$ cat src/hw/rtl/gkd_pkg.sv
// Shared types, constants and constant tables of the kernel density block.
package gkd_pkg;

  localparam int MAX_KERNELS    = 256;
  localparam int MAX_DIM        = 16;
  localparam int EXP_TABLE_SIZE = 256;
  localparam int CUTOFF_M       = 20;

  localparam int KN_W      = $clog2(MAX_KERNELS);
  localparam int EL_W      = $clog2(MAX_DIM);
  localparam int NK_W      = KN_W + 1;
  localparam int ND_W      = EL_W + 1;
  localparam int SLOT_W    = $clog2(EXP_TABLE_SIZE);
  localparam int EXP_W     = 12;
  localparam int DIV_STEPS = 64;
  localparam int CNT_W     = $clog2(DIV_STEPS);
  localparam int CFG_W     = NK_W;

  localparam logic [63:0] TWO_PI_Q60 = 64'h6487_ED51_10B4_611A;

  localparam logic CFG_KERNEL_COUNT = 1'b0;
  localparam logic CFG_VECTOR_DIM   = 1'b1;

  typedef enum logic [1:0] {
    FUNC_CENTRE = 2'd0,
    FUNC_WIDTH  = 2'd1,
    FUNC_QUERY  = 2'd2,
    FUNC_NONE   = 2'd3
  } func_e;

  typedef enum logic [4:0] {
    OP_NONE, OP_CLR_ACC, OP_W_CAP, OP_SQ, OP_ACC, OP_WSQ, OP_LIM,
    OP_SLOT_INIT, OP_SLOT_STEP, OP_NL_W, OP_NSTEP, OP_ST_XPW, OP_MUL,
    OP_ST_PW, OP_TAB, OP_DIV_INIT, OP_DIV_STEP, OP_NL_Q, OP_ST_TERM,
    OP_ST_RES, OP_CPY_ACC, OP_ADD, OP_ST_ACC, OP_LD_RTP, OP_NL_NK,
    OP_ST_X, OP_RES_ZERO, OP_OUT_LD
  } dp_op_e;

  typedef enum logic [4:0] {
    S_IDLE, S_INIT, S_W_CHK, S_SQ, S_ACC, S_WSQ, S_LIM, S_CUT, S_SLOT,
    S_WN_LD, S_WN_RUN, S_PMUL, S_PM_RUN, S_TAB, S_DIV_INIT, S_DIV,
    S_Q_LD, S_Q_RUN, S_ADD, S_A_RUN, S_K_NEXT, S_FIN, S_NK_LD, S_NK_RUN,
    S_DMUL, S_DM_RUN, S_OUT
  } ctrl_state_e;

  typedef struct packed {
    dp_op_e            op;
    logic              accept;
    logic              fin;
    logic [KN_W-1:0]   rd_kn;
    logic [EL_W-1:0]   rd_el;
    logic [NK_W-1:0]   nk;
    logic [ND_W-1:0]   nd;
  } dp_cmd_t;

  typedef struct packed {
    logic w_bad;
    logic cut;
    logic nrm_done;
    logic acc_zero;
  } dp_sts_t;

  typedef logic [31:0]             exp_mant_t [EXP_TABLE_SIZE];
  typedef logic signed [EXP_W-1:0] exp_e_t    [EXP_TABLE_SIZE];

  function automatic int msb64(input logic [63:0] v);
    int p;
    p = 0;
    for (int i = 0; i < 64; i++) begin
      if (v[i]) p = i;
    end
    return p;
  endfunction

  // Raw exp(-10*t/size) entries in Q1.31, built by repeated multiplication.
  function automatic exp_mant_t exp_raw_tab();
    logic [63:0] term;
    logic [63:0] pos;
    logic [63:0] neg;
    logic [63:0] r32;
    exp_mant_t   tab;
    term = 64'd1 << 60;
    pos  = term;
    neg  = 64'd0;
    for (int kk = 1; kk < 40; kk++) begin
      if (term != 64'd0) begin
        term = (term * 64'd10) / 64'(EXP_TABLE_SIZE * kk);
        if ((kk & 1) == 1) neg = neg + term;
        else pos = pos + term;
      end
    end
    r32 = ((pos - neg) + (64'd1 << 27)) >> 28;
    tab[0] = 32'h8000_0000;
    for (int kk = 1; kk < EXP_TABLE_SIZE; kk++) begin
      tab[kk] = 32'(((64'(tab[kk-1]) * r32) + (64'd1 << 31)) >> 32);
    end
    return tab;
  endfunction

  function automatic exp_mant_t exp_mant_tab();
    exp_mant_t raw;
    exp_mant_t tab;
    int        p;
    raw = exp_raw_tab();
    for (int t = 0; t < EXP_TABLE_SIZE; t++) begin
      p      = msb64(64'(raw[t]));
      tab[t] = raw[t] << (31 - p);
    end
    return tab;
  endfunction

  function automatic exp_e_t exp_e_tab();
    exp_mant_t raw;
    exp_e_t    tab;
    raw = exp_raw_tab();
    for (int t = 0; t < EXP_TABLE_SIZE; t++) begin
      tab[t] = EXP_W'(msb64(64'(raw[t])) - 31);
    end
    return tab;
  endfunction

  function automatic logic [63:0] isqrt64(input logic [63:0] v);
    logic [63:0] rem;
    logic [63:0] root;
    logic [63:0] bt;
    rem  = v;
    root = 64'd0;
    bt   = 64'd1 << 62;
    for (int i = 0; i < 32; i++) begin
      if (bt > rem) bt = bt >> 2;
    end
    for (int i = 0; i < 32; i++) begin
      if (bt != 64'd0) begin
        if (rem >= root + bt) begin
          rem  = rem - (root + bt);
          root = (root >> 1) + bt;
        end else begin
          root = root >> 1;
        end
        bt = bt >> 2;
      end
    end
    return root;
  endfunction

  function automatic logic [31:0] rtp_mant();
    logic [63:0] r;
    int          p;
    r = isqrt64(TWO_PI_Q60);
    p = msb64(r);
    if (p > 31) return 32'(r >> (p - 31));
    else return 32'(r << (31 - p));
  endfunction

  function automatic logic signed [EXP_W-1:0] rtp_exp();
    return EXP_W'(msb64(isqrt64(TWO_PI_Q60)) - 30);
  endfunction

  localparam exp_mant_t EXP_MANT = exp_mant_tab();
  localparam exp_e_t    EXP_E    = exp_e_tab();

  localparam logic [31:0]             RTP_M = rtp_mant();
  localparam logic signed [EXP_W-1:0] RTP_E = rtp_exp();

endpackage

$ cat src/hw/rtl/gkd_ctrl.sv
// Controller: handshakes, configuration registers, loop counters and sequencer.
module gkd_ctrl (
  input  logic                     clk_i,
  input  logic                     rst_ni,
  input  logic                     cfg_we_i,
  input  logic                     cfg_idx_i,
  input  logic [gkd_pkg::CFG_W-1:0] cfg_data_i,
  input  logic                     s_tvalid_i,
  input  logic [1:0]               s_func_i,
  input  logic                     s_last_i,
  output logic                     s_tready_o,
  output logic                     m_tvalid_o,
  input  logic                     m_tready_i,
  output gkd_pkg::dp_cmd_t         cmd_o,
  input  gkd_pkg::dp_sts_t         sts_i
);

  import gkd_pkg::*;

  ctrl_state_e     state_q, state_d;
  logic [NK_W-1:0] kc_q;
  logic [ND_W-1:0] vd_q;
  logic [KN_W-1:0] kn_q, kn_d;
  logic [EL_W-1:0] el_q, el_d;
  logic [CNT_W-1:0] cnt_q, cnt_d;
  logic            fin_q, fin_d;
  logic            ov_q, ov_d;
  logic [NK_W-1:0] nk;
  logic [ND_W-1:0] nd;
  logic [NK_W-1:0] nk_m1;
  logic [ND_W-1:0] nd_m1;
  logic            el_last, kn_last, nd_one, start, out_free;
  dp_op_e          op;

  always_comb begin
    if (kc_q == '0) nk = NK_W'(1);
    else if (kc_q > NK_W'(MAX_KERNELS)) nk = NK_W'(MAX_KERNELS);
    else nk = kc_q;
    if (vd_q == '0) nd = ND_W'(1);
    else if (vd_q > ND_W'(MAX_DIM)) nd = ND_W'(MAX_DIM);
    else nd = vd_q;
    nk_m1    = nk - NK_W'(1);
    nd_m1    = nd - ND_W'(1);
    el_last  = (el_q == nd_m1[EL_W-1:0]);
    kn_last  = (kn_q == nk_m1[KN_W-1:0]);
    nd_one   = (nd == ND_W'(1));
    start    = s_tvalid_i && (s_func_i == FUNC_QUERY) && s_last_i;
    out_free = !ov_q || m_tready_i;
  end

  always_comb begin
    state_d = state_q;
    case (state_q)
      S_IDLE:     if (start) state_d = S_INIT;
      S_INIT:     state_d = S_W_CHK;
      S_W_CHK:    state_d = sts_i.w_bad ? S_K_NEXT : S_SQ;
      S_SQ:       state_d = S_ACC;
      S_ACC:      state_d = el_last ? S_WSQ : S_SQ;
      S_WSQ:      state_d = S_LIM;
      S_LIM:      state_d = S_CUT;
      S_CUT:      state_d = sts_i.cut ? S_K_NEXT : S_SLOT;
      S_SLOT:     if (cnt_q == CNT_W'(SLOT_W - 1)) state_d = S_WN_LD;
      S_WN_LD:    state_d = S_WN_RUN;
      S_WN_RUN:   if (sts_i.nrm_done) state_d = nd_one ? S_TAB : S_PMUL;
      S_PMUL:     state_d = S_PM_RUN;
      S_PM_RUN: begin
        if (sts_i.nrm_done) begin
          if (!el_last) state_d = S_PMUL;
          else state_d = fin_q ? S_NK_LD : S_TAB;
        end
      end
      S_TAB:      state_d = S_DIV_INIT;
      S_DIV_INIT: state_d = S_DIV;
      S_DIV:      if (cnt_q == CNT_W'(DIV_STEPS - 1)) state_d = S_Q_LD;
      S_Q_LD:     state_d = S_Q_RUN;
      S_Q_RUN:    if (sts_i.nrm_done) state_d = fin_q ? S_OUT : S_ADD;
      S_ADD:      state_d = sts_i.acc_zero ? S_K_NEXT : S_A_RUN;
      S_A_RUN:    if (sts_i.nrm_done) state_d = S_K_NEXT;
      S_K_NEXT:   state_d = kn_last ? S_FIN : S_W_CHK;
      S_FIN: begin
        if (sts_i.acc_zero) state_d = S_OUT;
        else state_d = nd_one ? S_NK_LD : S_PMUL;
      end
      S_NK_LD:    state_d = S_NK_RUN;
      S_NK_RUN:   if (sts_i.nrm_done) state_d = S_DMUL;
      S_DMUL:     state_d = S_DM_RUN;
      S_DM_RUN:   if (sts_i.nrm_done) state_d = S_DIV_INIT;
      S_OUT:      if (out_free) state_d = S_IDLE;
      default:    state_d = S_IDLE;
    endcase
  end

  always_comb begin
    op    = OP_NONE;
    kn_d  = kn_q;
    el_d  = el_q;
    cnt_d = cnt_q;
    fin_d = fin_q;
    ov_d  = ov_q && !m_tready_i;
    case (state_q)
      S_IDLE: ;
      S_INIT: begin
        op    = OP_CLR_ACC;
        kn_d  = '0;
        el_d  = '0;
        fin_d = 1'b0;
      end
      S_W_CHK:  if (!sts_i.w_bad) op = OP_W_CAP;
      S_SQ:     op = OP_SQ;
      S_ACC: begin
        op = OP_ACC;
        if (!el_last) el_d = el_q + EL_W'(1);
      end
      S_WSQ:    op = OP_WSQ;
      S_LIM:    op = OP_LIM;
      S_CUT: begin
        if (!sts_i.cut) begin
          op    = OP_SLOT_INIT;
          cnt_d = '0;
        end
      end
      S_SLOT: begin
        op    = OP_SLOT_STEP;
        cnt_d = cnt_q + CNT_W'(1);
      end
      S_WN_LD:  op = OP_NL_W;
      S_WN_RUN: begin
        if (sts_i.nrm_done) begin
          op   = OP_ST_XPW;
          el_d = EL_W'(1);
        end else begin
          op = OP_NSTEP;
        end
      end
      S_PMUL, S_DMUL: op = OP_MUL;
      S_PM_RUN: begin
        if (sts_i.nrm_done) begin
          op = OP_ST_PW;
          if (!el_last) el_d = el_q + EL_W'(1);
        end else begin
          op = OP_NSTEP;
        end
      end
      S_TAB:    op = OP_TAB;
      S_DIV_INIT: begin
        op    = OP_DIV_INIT;
        cnt_d = '0;
      end
      S_DIV: begin
        op    = OP_DIV_STEP;
        cnt_d = cnt_q + CNT_W'(1);
      end
      S_Q_LD:   op = OP_NL_Q;
      S_Q_RUN: begin
        if (sts_i.nrm_done) op = fin_q ? OP_ST_RES : OP_ST_TERM;
        else op = OP_NSTEP;
      end
      S_ADD:    op = sts_i.acc_zero ? OP_CPY_ACC : OP_ADD;
      S_A_RUN:  op = sts_i.nrm_done ? OP_ST_ACC : OP_NSTEP;
      S_K_NEXT: begin
        if (!kn_last) begin
          kn_d = kn_q + KN_W'(1);
          el_d = '0;
        end
      end
      S_FIN: begin
        if (sts_i.acc_zero) begin
          op = OP_RES_ZERO;
        end else begin
          op    = OP_LD_RTP;
          el_d  = EL_W'(1);
          fin_d = 1'b1;
        end
      end
      S_NK_LD:  op = OP_NL_NK;
      S_NK_RUN: op = sts_i.nrm_done ? OP_ST_X : OP_NSTEP;
      S_DM_RUN: op = sts_i.nrm_done ? OP_ST_PW : OP_NSTEP;
      S_OUT: begin
        if (out_free) begin
          op   = OP_OUT_LD;
          ov_d = 1'b1;
        end
      end
      default: ;
    endcase
  end

  always_ff @(posedge clk_i or negedge rst_ni) begin
    if (!rst_ni) begin
      state_q <= S_IDLE;
      kc_q    <= NK_W'(1);
      vd_q    <= ND_W'(1);
      kn_q    <= '0;
      el_q    <= '0;
      cnt_q   <= '0;
      fin_q   <= 1'b0;
      ov_q    <= 1'b0;
    end else begin
      state_q <= state_d;
      kn_q    <= kn_d;
      el_q    <= el_d;
      cnt_q   <= cnt_d;
      fin_q   <= fin_d;
      ov_q    <= ov_d;
      if (cfg_we_i) begin
        if (cfg_idx_i == CFG_KERNEL_COUNT) kc_q <= cfg_data_i;
        else if (cfg_idx_i == CFG_VECTOR_DIM) vd_q <= cfg_data_i[ND_W-1:0];
      end
    end
  end

  assign s_tready_o   = (state_q == S_IDLE);
  assign m_tvalid_o   = ov_q;
  assign cmd_o.op     = op;
  assign cmd_o.accept = s_tvalid_i && (state_q == S_IDLE);
  assign cmd_o.fin    = fin_q;
  assign cmd_o.rd_kn  = kn_d;
  assign cmd_o.rd_el  = el_d;
  assign cmd_o.nk     = nk;
  assign cmd_o.nd     = nd;

endmodule

$ cat config.mk
export PLATFORM = sky130hd
export DESIGN_NAME = gkd_ctrl
export DESIGN_NICKNAME = d
export VERILOG_FILES = /design/src/hw/rtl/gkd_pkg.sv /design/src/hw/rtl/gkd_ctrl.sv
export SDC_FILE = /design/constraint.sdc
export NUM_CORES = 1
export LEC_CHECK = 0
export CAP_MARGIN = 20
export CORE_ASPECT_RATIO = 1.75
export CORE_UTILIZATION = 25
export CTS_CLUSTER_SIZE = 30
export DETAILED_ROUTE_END_ITERATION = 16
export DONT_BUFFER_PORTS = 1
export GPL_ROUTABILITY_DRIVEN = 0
export PLACE_DENSITY_LB_ADDON = 0.25
export SLEW_MARGIN = 5
export SYNTH_ARGS = -nofsm -noshare
export SYNTH_HDL_FRONTEND = slang
export SYNTH_SLANG_ARGS = --single-unit
$ cat constraint.sdc
create_clock -name clk_i -period 4.51 [get_ports clk_i]
set_clock_uncertainty 0.05 [all_clocks]
set_input_delay 0.451 -clock clk_i [delete_from_list [all_inputs] [get_ports clk_i]]
set_output_delay 0.451 -clock clk_i [all_outputs]
set_load 0.01 [all_outputs]
== Word level (Yosys, flattened, before mapping) ==
Cells that the tools add are included.
Word-level totals
  output and inout bits: 35
  word-level logic and storage cells: 132
  register bits: 39
  bits of input ports: 22
Cells by class
  add/subtract/negate cells: 5
  mux-type cells: 52
  reduce and logical (&&, ||, !) cells: 20
  $lt $le $gt $ge: 2
  bitwise logic cells: 1
  equality and inequality tests: 44
Operators by type and width (number)
  $pmux W5 S27: 1
  $mux W5: 23
  $pmux W5 S23: 1
  $eq A5 B5 Y1 const B: 11
  $eq A5 B4 Y1 const B: 8
  $mux W4: 7
  $pmux W4 S6: 1
  $ne A2 B2 Y1 const B: 11
  $eq A5 B3 Y1 const B: 4
  $mux W9: 2
  $pmux W6 S3: 1
  $pmux W8 S2: 1
  $mux W3: 5
  $eq A5 B1 Y1 const B: 2
  $eq A5 B2 Y1 const B: 2
  $logic_not A5 Y1: 2
  $reduce_and A10 Y1: 1
  $gt A9 B9 Y1 const B: 1
  $logic_not A9 Y1: 1
  $add A8 B1 Y8 const B: 1
  $eq A8 B8 Y1: 1
  $mux W8: 1
  $reduce_and A2 Y1: 4
  $sub A8 B1 Y8 const B: 1
  other kinds (20): 31

== Logic depth before layout (Yosys ltp) ==
Gate-level depths: netlist of run 1.
  depth after elaboration: 8
  mapped depth: 13
  gate-level depth less buffers: 11

== Worst setup path before layout of run 1 ==
OpenSTA, ideal clock, no wires.
  path kind: reg2out
  from: reg kc_q[4]
  to: out cmd_o[18] in the netlist's numbering
  stages on the path, launching flop included: 13
  data required time: 4.009 ns
  setup slack: 0.640 ns
  arrival: 3.369 ns
  buffers on the path: 1
  cells stage by stage: dfrtp_1 nor4_4 nor4b_1 o21ai_0 ha_1 xor2_1 o21ai_0 a2111o_1 or4_4 nor4_4 buf_6 nor2_1 mux2i_1
RTL lines
  start: declaration: RTL line gkd_ctrl.sv:21  | logic [NK_W-1:0] kc_q;
  start signal: assignment: RTL line gkd_ctrl.sv:206  | if (cfg_idx_i == CFG_KERNEL_COUNT) kc_q <= cfg_data_i;
  end: declaration: RTL line gkd_ctrl.sv:14  | output gkd_pkg::dp_cmd_t cmd_o,

==> results of run 1 <==
-- sequential cells by signal, summed over array words and instances (netlist names) --
register	flops
vd_q	5
el_q	4
kn_q	8
m_tvalid_o	1
kc_q	9
state_q	5
cnt_q	6
fin_q	1
-- cells by family after synthesis --
group,after synthesis,synth area share
flops,39,0.2843
simple gates,197,0.3043
mux,23,0.07234
xor+xnor,12,0.03053
buf+inv,46,0.05562
fa+ha+maj,6,0.02181
compound gates,121,0.2312
-- worst max-delay path: stages (launching register included) --
cell      delay, ns
dfrtp_1        0.43
nor4_4         0.31
nor4b_2        0.23
o21ai_1        0.14
ha_1           0.34
xor2_1         0.14
o21ai_0        0.10
a2111o_1       0.29
or4_4          0.55
nor4_4         0.33
buf_4          0.18
nor2_1         0.07
mux2i_1        0.36
-- through the flow --
step                      hold WS, ns  cells  total power, mW
after floorplan                0.1054    444            1.505
after global placement         0.1065    595            1.819
after detailed placement       0.1064    595            1.826
after CTS                      0.2259    606            2.280
after global routing           0.2354    607            2.437
final                          0.2325    607            2.274
-- where the power goes --
| group | internal (mW) | switching (mW) |
|---|---|---|
| registers | 0.432 | 0.160 |
| logic | 0.448 | 0.806 |
| clock network | 0.278 | 0.150 |
-- worst min-delay path by stage --
stage | startpoint | to | slack [ns]
2_1_floorplan | rst_ni | cnt_q[0]$_DFFE_PN0P_ | 0.11
3_3_place_gp | rst_ni | el_q[2]$_DFF_PN0_ | 0.11
3_5_place_dp | rst_ni | vd_q[2]$_DFFE_PN0P_ | 0.11
4_1_cts | cfg_data_i[6] | kc_q[6]$_DFFE_PN0P_ | 0.23
5_1_grt | cfg_data_i[8] | kc_q[8]$_DFFE_PN0P_ | 0.24
6_report | cfg_data_i[6] | kc_q[6]$_DFFE_PN0P_ | 0.23
-- placed cells by master (no fill, tap or decap), types with 6 or more instances in the layout --
cell	n
xor2_1	10
inv_1	14
o21ai_0	33
mux2_2	11
buf_4	9
nand2_1	52
nand3_1	16
and3_1	6
nor2b_1	22
ha_1	6
mux2i_1	11
nor2_1	40
nor3_1	12
dfrtp_1	37
nor4_1	6
a21oi_1	24
nor3b_1	6
o22ai_1	8
nand2b_1	11
-- cells in the mapped netlist (all sizes together) (9+ instances only) --
cell,count
mux2i,11
nor2,40
nand2,52
o21ai,35
inv,14
xor2,10
dfrtp,37
nand2b,11
nor3,12
nor4,9
nor2b,22
mux2,12
nand3,16
a21oi,24
clkbuf,24
-- layer usage --
layer  track usage  wire length [µm]  up-vias
li1              -                 -     1597
met1        0.1645              4168     1599
met2        0.2897              5882      129
met3       0.02754               541       32
met4       0.08756               508        0
met5             0                 0        -
-- cell type report --
type                            instances  share of cell area
Multi-Input combinational cell        359              0.5969
Timing Repair Buffer                   12             0.02852
Clock buffer                            6             0.03638
Sequential cell                        39              0.2563
Inverter                               15             0.01475
Tap cell                              174             0.05703
Clock inverter                          2             0.01016
-- repair_timing --
item	in CTS	in global routing
gates cloned	0	0
endpoints found under the setup margin	5	4
buffers inserted	1	1
resized for setup	0	3
endpoints found under the hold margin	39	0
pin swaps	2	1
hold buffers	2	0
==> results.md, run 1 <==
- Critical path endpoint: cmd_o[19]
- Routed via count: 3357
- Total congestion overflow: 0
- RR Endpoint: kn_q[1]$_DFF_PN0_
- Worst-path clk slew: 0.06 ns
- Initial DRC count: 261
- CTS Sinks: 39
- Vias/cell: 5.530
- Cell variety after synth: 70
- TritonCTS Buffers: 5
- Initial antenna violation count: 0
- Final Hold Viols: 0
- Ys flop type: dfrtp_1
- First-pass GRT wire length: 17570 µm
- Number of cell rows: 56
- Global router's overall resource usage: 0.1561
- Worst hold path depth: 2
- Final Slew Violations: 0
- Crit path DAT: 3.75 ns
- Worst slew margin: 0.3570
- Die extent in x: 90.70 µm
- Min-Delay Path Class: in -> reg
- Chip height: 157.2 µm
- Synth Register Bits: 39
- Startpoint types: flop
- Post-layout util: 0.2838
- Average wire per cell in the routed design: 18.29 µm
- Minimum clock period after layout: 4.252 ns
- Maximum root-to-sink buffer count: 2
- Clk_lat worst skew: 0.28 ns
- Final Cycle Share: 0.9428
- Synth top area cells: dfrtp_1, nand2_1, o21ai_0, nor2_1, nor2b_1
- Register area: 978.4 µm²
- IO buf count: 0
- Crit Reg-Reg Startpoint: kc_q[5]$_DFFE_PN0P_
- Number of global-route vias before repair: 3296
- Sequential area share after synthesis: 0.2843
- Core ar.: 13450 µm²
- Max Cap Viol: 0
- Synth area leader: dfrtp_1
- Max Clk Rate: 0.2352 GHz
- RSZ-0062 raised after global routing: no
- Layout area overhead: 10.91%
- Worst slew pin tran: 0.9566 ns
- Worst setup EP type: primary output
- Area of the die: 14260 µm²
- Synth top area share: 0.2690
- Syn Inst Count: 444
- Hpwl dp: 8410 µm
- VDD IR max: 0.2836 mV
- Dpl cell area: 3585 µm²
- Crit Path Class: reg -> out
- Fin worst setup slack: 0.2581 ns
- CP required: 4.01 ns
- Ports: 57
- Outcome: completed
- DR pass1 iterations: 5
- DRT antenna net count: 0
- Power Dens Cells: 595.7 nW/µm²
- Final number of setup-violating endpoints: 0
- TritonCTS clock tree: yes
- NumNets Final: 460
- Post-Syn Area per Cell: 7.752 µm²
- Synth Net Count: 472
- Setup tns final: 0 ns
- DRC: 0
- Share of cells above drive strength 1: 0.1039
- Starting Density: 0.2559
- H-tree depth: 2
- Worst setup startpoint: kc_q[5]$_DFFE_PN0P_
- Place WS: 0.1797 ns
- Worst Reg-to-Reg Cells: 12
- Largest net degree at the start of global routing: 40
- Asr flop ratio synth: 1.000
- CP max FO: 5
- Multi-input gate area: 2278 µm²
- Clk root buf: clkbuf_16
- R2R Setup Slk: 0.86 ns
- Layout fillers: 1471
- Synthesis Warnings: 0
- Ant diodes: 0
- Leak Pwr: 1.496 nW
- Post-route cell area: 3817 µm²
- Final WL: 11100 µm
- Netlist Area Pre-Place: 3442 µm²
- Post-synth EDFFs: 0
(Power assumes the default switching activity.)
==> run 2, diff against run 1 <==
- ABC_AREA: not set -> 1
- CTS_CLUSTER_SIZE: 30 -> 20
==> run 2 against run 1 <==
Count of clock-buffer cells in the layout stayed put. Sequential power is 5.6% lower. Largest power group unchanged. Cell area is 0.49% lower. Global-route usage is 0.072 points higher. Die area is 1.1% lower. Synthesized area is 1.1% lower. Total power is 13% lower. Worst setup slack better by 0.95 ns. Critical endpoint is now cmd_o[15]. Hold slack worse by 0.026 ns. Combinational power is 24% lower. Routed wire length is 3.6% lower.
==> results.md, run 2 <==
- Outcome: completed
- Hpwl dp: 8521 µm
- Global router's overall resource usage: 0.1568
- Initial DRC count: 169
- Startpoint types: flop
- Layout area overhead: 11.62%
- Worst slew margin: 0.5407
- Cell variety after synth: 41
- RSZ-0062 raised after global routing: no
- Average wire per cell in the routed design: 15.13 µm
- Most frequent cells in the layout: nand2_1, inv_1, nand3_1, nor2_1, dfrtp_1
- Post-Synth XOR/XNOR Area: 0.04596
- Starting Density: 0.2556
- DR pass1 iterations: 4
- Clk_lat worst skew: 0.28 ns
- Max Clk Rate: 0.3028 GHz
- Asr flop ratio synth: 1.000
- Synth Register Bits: 39
- Post-synthesis mux area share: 0.009926
- Minimum clock period after layout: 3.303 ns
- Commonest non-fill, non-tap cell in the layout: nand2_1
- Post-layout util: 0.2853
- Number of global-route vias before repair: 3490
- Crit Path Class: reg -> out
- Crit path DAT: 2.80 ns
- Ant diodes: 0
- NumNets Final: 560
- Post-route cell area: 3799 µm²
- DRC: 0
- Post-Synth Simple-Gate Area: 0.4449
- Synth top area cells: dfrtp_1, nand2_1, nand3_1, inv_1, nor2_1
- H-tree depth: 2
- VDD IR max: 0.1878 mV
- Final Cycle Share: 0.7324
- Post-CTS sizing: 0
- Largest register FFs: 9
- Syn Inst Count: 533
- Share of cells above drive strength 1: 0.09193
- Post-Syn Area per Cell: 6.385 µm²
- Max Cap Viol: 0
- Compound-Gate Fraction of Synth Area: 0.08713
- Leak Pwr: 2.034 nW
- IO buf count: 0
- Post-Synth Adder-Cell Area: 0.02206
- TritonCTS Buffers: 5
- Initial antenna violation count: 0
- Post-synth EDFFs: 0
- CP max FO: 12
- Dpl cell area: 3572 µm²
- Synthesis Warnings: 0
- Clk root buf: clkbuf_16
- Final Slew Violations: 0
- CP required: 4.01 ns
- Final Hold Viols: 0
- Main combinational cell family by area after synthesis: simple AND/OR/NAND/NOR gates
- TritonCTS clock tree: yes
- Total congestion overflow: 0
- Most flops, register: kc_q
- Worst-path clk slew: 0.06 ns
- Min-Delay Path Class: in -> reg
- Synth top area share: 0.2721
- Chip height: 156.3 µm
- Routed via count: 3447
- Most common cell in the netlist: nand2_1
- CTS Sinks: 39
- Worst slew pin tran: 0.6716 ns
- Ports: 57
- Core ar.: 13310 µm²
- Setup tns final: 0 ns
- Final WL: 10700 µm
- Synth cell count leaders: nand2_1, inv_1, nand3_1
- Worst setup EP type: primary output
- Sequential area share after synthesis: 0.2875
- Synth area leader: dfrtp_1
- Synth Net Count: 561
- Power Dens Cells: 522.0 nW/µm²
- Largest net degree at the start of global routing: 40
- Biggest regs: kc_q: 9 flops, kn_q: 8 flops, cnt_q: 6 flops
- Netlist Area Pre-Place: 3403 µm²
- Final number of setup-violating endpoints: 0
- Number of cell rows: 56
- First-pass GRT wire length: 17370 µm
- Maximum root-to-sink buffer count: 2
- Die extent in x: 90.20 µm
- Area of the die: 14100 µm²
- DRT antenna net count: 0
- Ys flop type: dfrtp_1
- Vias/cell: 4.876
[run 2: cell count changes after synthesis, moves of 11 or more]
cell / before / now
nand2b_1: 11 / 0
a21oi_1: 24 / 13
nand2_1: 52 / 162
nand3_1: 16 / 57
clkbuf_1: 24 / 6
inv_1: 14 / 70
nor2b_1: 22 / 0
mux2i_1: 11 / 0
[run 2: final cells by class]
cell class,count,area (µm²)
timing repair buffer,3,45.04
tap,174,217.7
clock buffer,6,128.9
inverter,78,292.8
multi-input combinational,405,2076
sequential,39,978.4
clock inverter,2,60.06
fill,1502,9514
[run 2: routing by layer]
| layer | share of wire | track usage |
|---|---|---|
| met4 | 0.043 | 0.09524 |
| met5 | 0 | 0 |
| met1 | 0.37 | 0.1568 |
| met3 | 0.053 | 0.03353 |
| met2 | 0.53 | 0.2941 |
[run 2: worst max-delay path, stage by stage (launching register included)]
cell and delay [ns]:
dfrtp_1 0.43, inv_2 0.26, nand2_1 0.20, a21boi_2 0.22, ha_1 0.27, nand4_1 0.12
xor2_1 0.15, nand3_1 0.13, nor2_4 0.23, nand3_4 0.14, nand2_1 0.17, nand2_1 0.07
nand2_1 0.13
[run 2: power breakdown]
part	internal (mW)	switching [mW]	leakage (nW)	total (mW)
logic	0.290	0.667	1.44	0.956
clock network	0.318	0.149	0.0911	0.467
registers	0.434	0.125	0.503	0.559
[run 2: cells by family after synthesis]
| family | Yosys count |
|---|---|
| adder cells (fa/ha/maj) | 6 |
| flip-flops | 39 |
| XOR/XNOR | 17 |
| multiplexers | 3 |
| buffers and inverters | 89 |
| AO/OA/AOI/OAI | 53 |
| AND/OR/NAND/NOR | 326 |
[run 2: timing repair]
action	4_1_cts	5_1_grt
hold buffers	2	0
endpoints found under the setup margin	0	0
endpoints found under the hold margin	39	0
setup buffers	0	0
[run 2: worst paths after layout]
| kind | start | to | slack (ns) | depth (start not counted) |
|---|---|---|---|---|
| worst min-delay path | m_tready_i | m_tvalid_o$_DFF_PN0_ | 0.21 | 1 |
| min in group asynchronous | rst_ni | el_q[3]$_DFF_PN0_ | 0.62 | 2 |
| worst max register to register | kc_q[8]$_DFFE_PN0P_ | el_q[1]$_DFF_PN0_ | 1.86 | 12 |
| worst min register to register | cnt_q[1]$_DFFE_PN0P_ | cnt_q[1]$_DFFE_PN0P_ | 0.46 | 2 |
| max in group asynchronous | rst_ni | kc_q[0]$_DFFE_PN1P_ | 3.53 | 2 |
| worst max-delay path | kc_q[8]$_DFFE_PN0P_ | cmd_o[15] | 1.21 | 12 |
[run 2: per-stage QoR]
stage	instances	power [mW]	setup WS [ns]	hold slack [ns]
after floorplan	533	1.268	1.938	0.1054
after global placement	697	1.499	1.570	0.1065
after detailed placement	697	1.504	1.525	0.1065
after CTS	707	1.996	1.214	0.2084
after global routing	707	2.151	0.9570	0.2159
final	707	1.983	1.207	0.2065
